--- src/led_matrix_bcm_scanner_defines.svh ---
// Assertion macros shared by the scanner modules.
`ifndef LED_MATRIX_BCM_SCANNER_DEFINES_SVH
`define LED_MATRIX_BCM_SCANNER_DEFINES_SVH
// Antecedent implies consequent in the same cycle.
`define LMBS_ASSERT_IMP(lbl, clk, rst, ante, cons) \
   lbl: assert property (@(posedge clk) disable iff (rst) (ante) |-> (cons)) \
      else $error("assertion failed");
// Antecedent implies consequent in the next cycle.
`define LMBS_ASSERT_NEXT(lbl, clk, rst, ante, cons) \
   lbl: assert property (@(posedge clk) disable iff (rst) (ante) |=> (cons)) \
      else $error("assertion failed");
`endif

--- src/lmbs_pkg.sv ---
// Types, constants and helpers shared by the LED matrix scanner modules.
package lmbs_pkg;
   localparam int PANEL_ROWS_DEF = 32;
   localparam int PANEL_COLS_DEF = 32;
   localparam int PLANES_DEF = 7;
   localparam int QUEUE_DEPTH = 2;
   localparam int PERIOD_W = 22;
   localparam logic [15:0] PERIOD_BASE_RESET = 16'd240;

   typedef enum logic [1:0] {
      REG_DRAW_RED = 2'd0,
      REG_DRAW_GREEN = 2'd1,
      REG_DRAW_BLUE = 2'd2,
      REG_PERIOD_BASE = 2'd3
   } csr_index_type;

   typedef enum logic [2:0] {
      OP_TICK = 3'd0,
      OP_PIXEL = 3'd1,
      OP_ROW_LINE = 3'd2,
      OP_COL_LINE = 3'd3,
      OP_FILL = 3'd4,
      OP_CLEAR = 3'd5,
      OP_MASK_ROW = 3'd6,
      OP_NONE = 3'd7
   } opcode_type;

   typedef struct packed {
      opcode_type op;
      logic [4:0] row;
      logic [4:0] col;
      logic [5:0] len;
      logic [31:0] mask;
   } cmd_type;

   typedef enum logic [2:0] {
      ST_INIT,
      ST_IDLE,
      ST_LINE,
      ST_SWEEP,
      ST_TICK
   } back_state_type;

   function automatic logic [3:0] row_scramble(input logic [3:0] r);
      logic [3:0] s;
      case (r)
         4'd2: s = 4'd4;
         4'd3: s = 4'd5;
         4'd4: s = 4'd2;
         4'd5: s = 4'd3;
         4'd10: s = 4'd12;
         4'd11: s = 4'd13;
         4'd12: s = 4'd10;
         4'd13: s = 4'd11;
         default: s = r;
      endcase
      return s;
   endfunction
endpackage

--- src/lmbs_front.sv ---
// Command intake: accepts request beats, drops no-op commands, queues the rest.
`include "led_matrix_bcm_scanner_defines.svh"
module lmbs_front (
   input  logic              clock,
   input  logic              reset,
   input  logic              req_valid,
   output logic              req_stall,
   input  logic [2:0]        req_opcode,
   input  logic [4:0]        req_row,
   input  logic [4:0]        req_col,
   input  logic [5:0]        req_run_length,
   input  logic [31:0]       req_row_mask,
   input  logic              init_busy,
   input  logic              pop,
   output logic              q_valid,
   output lmbs_pkg::cmd_type q_head
);
   localparam int DEPTH = lmbs_pkg::QUEUE_DEPTH;

   lmbs_pkg::cmd_type q_ff [DEPTH];
   logic [$clog2(DEPTH)-1:0] wr_ptr_ff, wr_ptr_in, rd_ptr_ff, rd_ptr_in;
   logic [$clog2(DEPTH):0] count_ff, count_in;
   lmbs_pkg::cmd_type cmd;
   logic keep, push, accept;

   always_comb begin
      cmd.op = lmbs_pkg::opcode_type'(req_opcode);
      cmd.row = req_row;
      cmd.col = req_col;
      cmd.len = req_run_length;
      cmd.mask = req_row_mask;
      case (cmd.op)
         lmbs_pkg::OP_ROW_LINE, lmbs_pkg::OP_COL_LINE: keep = req_run_length != 6'd0;
         lmbs_pkg::OP_MASK_ROW: keep = req_row_mask != 32'd0;
         lmbs_pkg::OP_NONE: keep = 1'b0;
         default: keep = 1'b1;
      endcase
   end

   assign req_stall = init_busy || (count_ff == ($clog2(DEPTH)+1)'(DEPTH));
   assign accept = req_valid && !req_stall;
   assign push = accept && keep;
   assign q_valid = count_ff != '0;
   assign q_head = q_ff[rd_ptr_ff];

   always_comb begin
      wr_ptr_in = push ? wr_ptr_ff + 1'b1 : wr_ptr_ff;
      rd_ptr_in = pop ? rd_ptr_ff + 1'b1 : rd_ptr_ff;
      count_in = count_ff + ($clog2(DEPTH)+1)'(push) - ($clog2(DEPTH)+1)'(pop);
   end

   always_ff @(posedge clock) begin
      if (reset) begin
         wr_ptr_ff <= '0;
         rd_ptr_ff <= '0;
         count_ff <= '0;
      end else begin
         wr_ptr_ff <= wr_ptr_in;
         rd_ptr_ff <= rd_ptr_in;
         count_ff <= count_in;
      end
      if (push) begin
         q_ff[wr_ptr_ff] <= cmd;
      end
   end

   `LMBS_ASSERT_IMP(a_queue_bound, clock, reset, 1'b1, count_ff <= ($clog2(DEPTH)+1)'(DEPTH))
   `LMBS_ASSERT_NEXT(a_pop_needs_entry, clock, reset, pop, $past(count_ff) != '0)
endmodule

--- config.mk ---
export PLATFORM = sky130hd
export DESIGN_NAME = lmbs_front
export DESIGN_NICKNAME = d
export VERILOG_FILES = /design/src/lmbs_pkg.sv /design/src/lmbs_front.sv
export VERILOG_INCLUDE_DIRS = /design/src /design/src/src
export SDC_FILE = /design/constraint.sdc
export NUM_CORES = 1
export LEC_CHECK = 0
export BUFFER_PORTS_ARGS = -buffer_cell sky130_fd_sc_hd__buf_2
export CORE_MARGIN = 1
export CORE_UTILIZATION = 50
export CTS_CLUSTER_DIAMETER = 150
export CTS_CLUSTER_SIZE = 12
export DETAILED_ROUTE_END_ITERATION = 12
export PLACE_DENSITY = 0.87
export SYNTH_ARGS = -nofsm -noshare
export SYNTH_HDL_FRONTEND = slang
export SYNTH_SLANG_ARGS = --single-unit
--- constraint.sdc ---
create_clock -name clock -period 4.5 [get_ports clock]
set_input_delay 0.225 -clock clock [delete_from_list [all_inputs] [get_ports clock]]
set_output_delay 0.225 -clock clock [all_outputs]
set_load 0.01 [all_outputs]
==> impl_metrics.toml, run 1 <==
[run_status]
run_status = "finished, final reports clean"

[routing]
vias = 2192
wirelength_um = 6950
drtIter0Drc = 83
ant_nets = 0
wire_per_inst_um = 16.2
via_per_inst = 5.10
drc = 0
firstDrtPassIters = 4

[worst_setup_path]
critPathBufInv = 1
crit_end = "q_ff[0][3]"
rr_endpoint = "q_ff[0][3]"
path_depth = 5
r2r_slack_ns = 2.21
critPathKind = "flip-flop to flip-flop"
critPathLaunchType = "flip-flop"
worstPathRequired_ns = 4.51
r2r_cells = 5
cpPeakStageDelay_ns = 0.55
slowest_stage = "a21oi_4"
path_max_fanout = 32
crit_path_end_kind = "flip-flop"
r2r_start = "count_ff[1]"
crit_chain = "nor2b_4 -> nor3b_4 -> nand2b_1 -> a21oi_4 -> buf_4"
crit_family = "compound AO/OA/AOI/OAI gates"
cp_data_arrival_time_ns = 2.30
critPathLaunch = "count_ff[1]"

[place]
io_buffers = 108
gp_congestion = 0.759
dp_hpwl_um = 4830
dpl.cell_count = 414

[grt]
grt_pass1_wl_um = 10900
antenna_found_initial = 0
grt_usage_pct = 17.0
grt_max_degree = 33
grt_pass1_vias = 2238
grt.overflow.total = 0

[clock_network]
clk_latency_ns = 0.35
cts-root-buf = "clkbuf_8"
cts_setup_buffers = 0
cts-resized-gates = 0
path_clk_slew_ns = 0.10
cts_tree = "built"
clock_sinks = 107
hold_buffers = 0
cts.path.max_buffers = 2
cts_buffers = 9
h-tree-depth = 3

[timing]
rsz0062_at_grt = "no"
max_freq_mhz = 437
worstMarginPinSlew_ns = 0.690
whs_ns = 0.0582
slew_viol_final = 0
fin_crit_ns = 2.29
slew_headroom_pct = 53.9
finalSetupTns_ns = 0
setup_viol = 0
timing.final.crit_share_pct = 50.8
hold_violations = 0
skew_ns = 0.00869

[hold_path]
hold_class = "input port to flip-flop"
min_path_cells = 1

[die]
die_y_um = 93.1
dieArea_mm2 = 0.00867
std_cell_rows = 32
initial_utilization_pct = 52.6
ios = 109
core_mm2 = 0.00789
die_w_um = 93.1

[yosys]
synth_cell_types = 28
avgSynthCellArea_um2 = 20.1
synth_area_mm2 = 0.00415
synthesis.instances = 207
ys_warn_count = 0
synth_fp_nets = 265
synth_seq_area_share_pct = 76.2
ys_ff_latch = 107

[flow_run]
max-cap-violations = 0

[cells_and_area]
final.fill_count = 584
areaGrowthSynthToFinish_pct = 20.9
utilization_pct = 63.6
final_cell_count_no_fill = 430
drive_above_1_share_pct = 43.0
fin_nets = 381
antennaDiodeCount = 0

[pwr]
finalPower_uw = 1980
powerDensity_mw_per_mm2 = 396
leakagePower_uw = 0.00181
ir_drop_v = 0.000249
==> cell type report <==
cell class,instances,area [µm²],area share [%]
clock buffers,11,131,2.62
clock inverters,5,62.6,1.25
inverters,1,3.75,0.0748
multi-input cells,93,966,19.2
flip-flops and latches,107,3160,63.1
well taps,102,128,2.54
repair buffers,111,563,11.2
==> report_power, final <==
group	leakage [µW]	internal [µW]	total (µW)	switching, µW
sequential	0.000972	1150	1170	22.0
clock	0.0000901	261	569	308
combinational	0.000749	110	244	134
total	0.00181	1520	1980	464
==> sequential cells by signal, indices dropped and copies added (netlist names), named ones only <==
| register | flops |
|---|---|
| q_ff | 102 |
| count_ff | 2 |
| rd_ptr_ff | 1 |
| wr_ptr_ff | 1 |
==> worst min-delay path by stage <==
stage	startpoint	end
finish	req_col[0]	q_ff[0][38]
floorplan	reset	count_ff[0]
CTS	req_col[4]	q_ff[1][42]
global placement	req_row[1]	q_ff[0][44]
global route	req_col[4]	q_ff[1][42]
detailed placement	req_col[4]	q_ff[1][42]
==> cell usage in the layout (no fill, tap or decap), types with 2 or more instances in the layout <==
cell type / n
nor4_2: 9
nor2b_1: 2
clkbuf_8: 9
buf_2: 108
dfxtp_1: 4
xnor2_1: 2
or2_1: 2
ha_1: 2
buf_4: 3
edfxtp_1: 102
nor2_1: 5
clkbuf_1: 2
clkinvlp_4: 2
nand4_1: 2
mux2_1: 51
o2111ai_1: 2
a21oi_4: 2
nand2b_1: 2
==> synthesized netlist by cell type <==
cell type | count | area [µm²]
dfxtp_1 | 5 | 100
clkbuf_1 | 1 | 3.75
xnor2_1 | 2 | 17.5
nor2b_2 | 1 | 8.76
nor2b_1 | 2 | 12.5
nor4bb_1 | 1 | 10.0
nor4_2 | 9 | 113
or2_1 | 2 | 12.5
mux2i_1 | 1 | 10.0
o2111ai_1 | 2 | 17.5
a22o_2 | 1 | 10.0
mux2_1 | 51 | 574
ha_1 | 2 | 25.0
nand4_1 | 2 | 12.5
nor2b_4 | 1 | 13.8
nand2b_1 | 2 | 12.5
nor3b_4 | 1 | 18.8
nor3b_1 | 1 | 7.51
nand4bb_1 | 1 | 11.3
edfxtp_1 | 102 | 3060
buf_4 | 5 | 37.5
nor2_1 | 5 | 18.8
a21bo_1 | 1 | 10.0
inv_1 | 1 | 3.75
a21oi_1 | 2 | 10.0
o21ai_1 | 1 | 5.00
nand2_1 | 1 | 3.75
xor2_1 | 1 | 8.76
==> through the flow <==
step | cell area [µm²] | setup WS [ns]
detailed placement | 4820 | 2.04
CTS | 5020 | 2.17
finish | 5020 | 2.21
global route | 5020 | 2.06
global placement | 4820 | 2.04
floorplan | 4150 | 0.787
==> cell families (layout without fill, tap and decap cells) <==
logic type	after synthesis	after routing	synth area share, %
adder cells (fa/ha/maj)	2	2	0.603
multiplexers	52	52	14.1
AO/OA/AOI/OAI	7	7	1.27
flip-flops	107	107	76.2
AND/OR/NAND/NOR	29	29	6.15
XOR/XNOR	3	3	0.633
buffers and inverters	7	128	1.08
==> routing by layer <==
metal / GRT usage (%) / vias to the layer above / part of all wire [%]
li1: - / 1052 / -
met3: 4.07 / 15 / 5.1
met4: 8.59 / 0 / 2.1
met5: 0 / - / 0
met2: 26.3 / 82 / 49
met1: 22.6 / 1043 / 44
(Power assumes the default switching activity.)
==> run 2: changes to the inputs <==
- clock period: 4.5 -> 2.2 ns (I/O delays scaled with it)
==> impl_metrics.toml, run 2 (synthesis results as in run 1) <==
[timing]
fin_crit_ns = 2.09
finalSetupTns_ns = 0
worstMarginPinSlew_ns = 0.467
setup_viol = 0
skew_ns = 0.00831
whs_ns = 0.0588
hold_violations = 0
timing.final.crit_share_pct = 95.0
slew_viol_final = 0
setup_slack_ns = 0.109
slew_headroom_pct = 68.9
rsz0062_at_grt = "no"
max_freq_mhz = 478

[cells_and_area]
fin_nets = 423
final_cell_count_no_fill = 472
largest_register_ffs = 102
areaGrowthSynthToFinish_pct = 34.8
max_flop_register = "q_ff"
final.fill_count = 514
final_common_cell = "edfxtp_1"
antennaDiodeCount = 0
top_regs = "q_ff x102, count_ff x2"
final_cell_mix = "102 x edfxtp_1, 91 x buf_2, 51 x mux2_1, 43 x dlygate4sd3_1"
drive_above_1_share_pct = 35.7

[die]
std_cell_rows = 32
dieArea_mm2 = 0.00867
initial_utilization_pct = 52.6
die_w_um = 93.1
die_y_um = 93.1
ios = 109
core_mm2 = 0.00789

[hold_path]
min_from = "pop"
min_path_cells = 3
holdPathEnd = "rd_ptr_ff"
hold_class = "input port to flip-flop"

[worst_setup_path]
crit_path_end_kind = "flip-flop"
worstPathRequired_ns = 2.45
critPathKind = "input port to flip-flop"
cp_data_arrival_time_ns = 2.34
r2r_slack_ns = 0.28
path_max_fanout = 3
r2r_start = "count_ff[1]"
critPathLaunchType = "input port"
rr_endpoint = "count_ff[1]"
r2r_cells = 9

[routing]
wirelength_um = 8020
vias = 2423
wire_per_inst_um = 17.0
wl_met3_um = 309
ant_nets = 0
via_per_inst = 5.13
drtIter0Drc = 92
firstDrtPassIters = 4
drc = 0
wl_met1_um = 3300
wl_met2_um = 4260
top_layer = "met4"

[grt]
grt_max_degree = 30
antenna_found_initial = 0
grt.overflow.total = 0
grt_pass1_vias = 2628
grt_usage_pct = 19.0
grt_pass1_wl_um = 12200

[clock_network]
cts-root-buf = "clkbuf_8"
cts_tree = "built"
cts.path.max_buffers = 2
path_clk_slew_ns = 0.10
clk_latency_ns = 0.36
h-tree-depth = 3
clock_sinks = 107
cts_buffers = 9

[place]
place_ws_ns = 0.0970
dp_hpwl_um = 4900
gp_congestion = 0.699
io_buffers = 108
dpl.cell_count = 418

[pwr]
finalPower_uw = 4060
leakagePower_uw = 0.00208
ir_drop_v = 0.000404
powerDensity_mw_per_mm2 = 726

[run_status]
run_status = "finished, final reports clean"

[flow_run]
max-cap-violations = 0
[run 2: worst max path at each step]
stage	start	end	slack, ns
after global placement	req_row_mask[16]	count_ff[1]	0.14
after detailed placement	req_row_mask[16]	count_ff[1]	0.1
after floorplan	count_ff[1]	q_ff[0][0]	0.14
after global routing	req_row_mask[20]	count_ff[1]	0.004
final	req_row_mask[30]	count_ff[1]	0.11
after CTS	req_row_mask[17]	count_ff[1]	0.007
[run 2: critical path, stage by stage]
cell and delay, ns:
dlygate4sd3_1 0.61, nor4_4 0.29, nand4_1 0.21, o21ai_2 0.19
a21bo_1 0.13, ha_1 0.22, inv_1 0.06, ha_2 0.16
xor2_1 0.17, xnor2_1 0.14, nor2_1 0.05
[run 2: timing repair]
item                                   CTS  global route
gates resized for setup                  0            18
endpoints found under the hold margin  106             0
setup endpoints to repair                0             1
hold buffers                            52             0
buffers inserted                         0             3
[run 2: per-stage QoR]
stage	area (µm²)	util, %
floorplan	4170	-
global placement	4880	61.9
detailed placement	4880	61.9
CTS	5570	70.6
global route	5600	70.9
finish	5600	70.9
[run 2: report_power, final]
part / internal (µW) / switching [µW]
Sequential: 2350 / 44.7
Clock: 413 / 651
Combinational: 299 / 304
Total: 3060 / 1000
[run 2: area by class of cell]
type	count	area [µm²]	area share (%)
Sequential cell	107	3160	56.6
Multi-Input combinational cell	93	1030	18.5
Timing Repair Buffer	153	1100	19.6
Inverter	1	3.75	0.0671
Clock inverter	6	40.0	0.716
Clock buffer	10	128	2.28
Tap cell	102	128	2.28
[run 2: per-layer routing]
layer,up-vias,global-route usage [%]
li1,1137,-
met1,1199,21.8
met2,72,34.3
met3,15,3.66
met4,0,8.59
met5,-,0
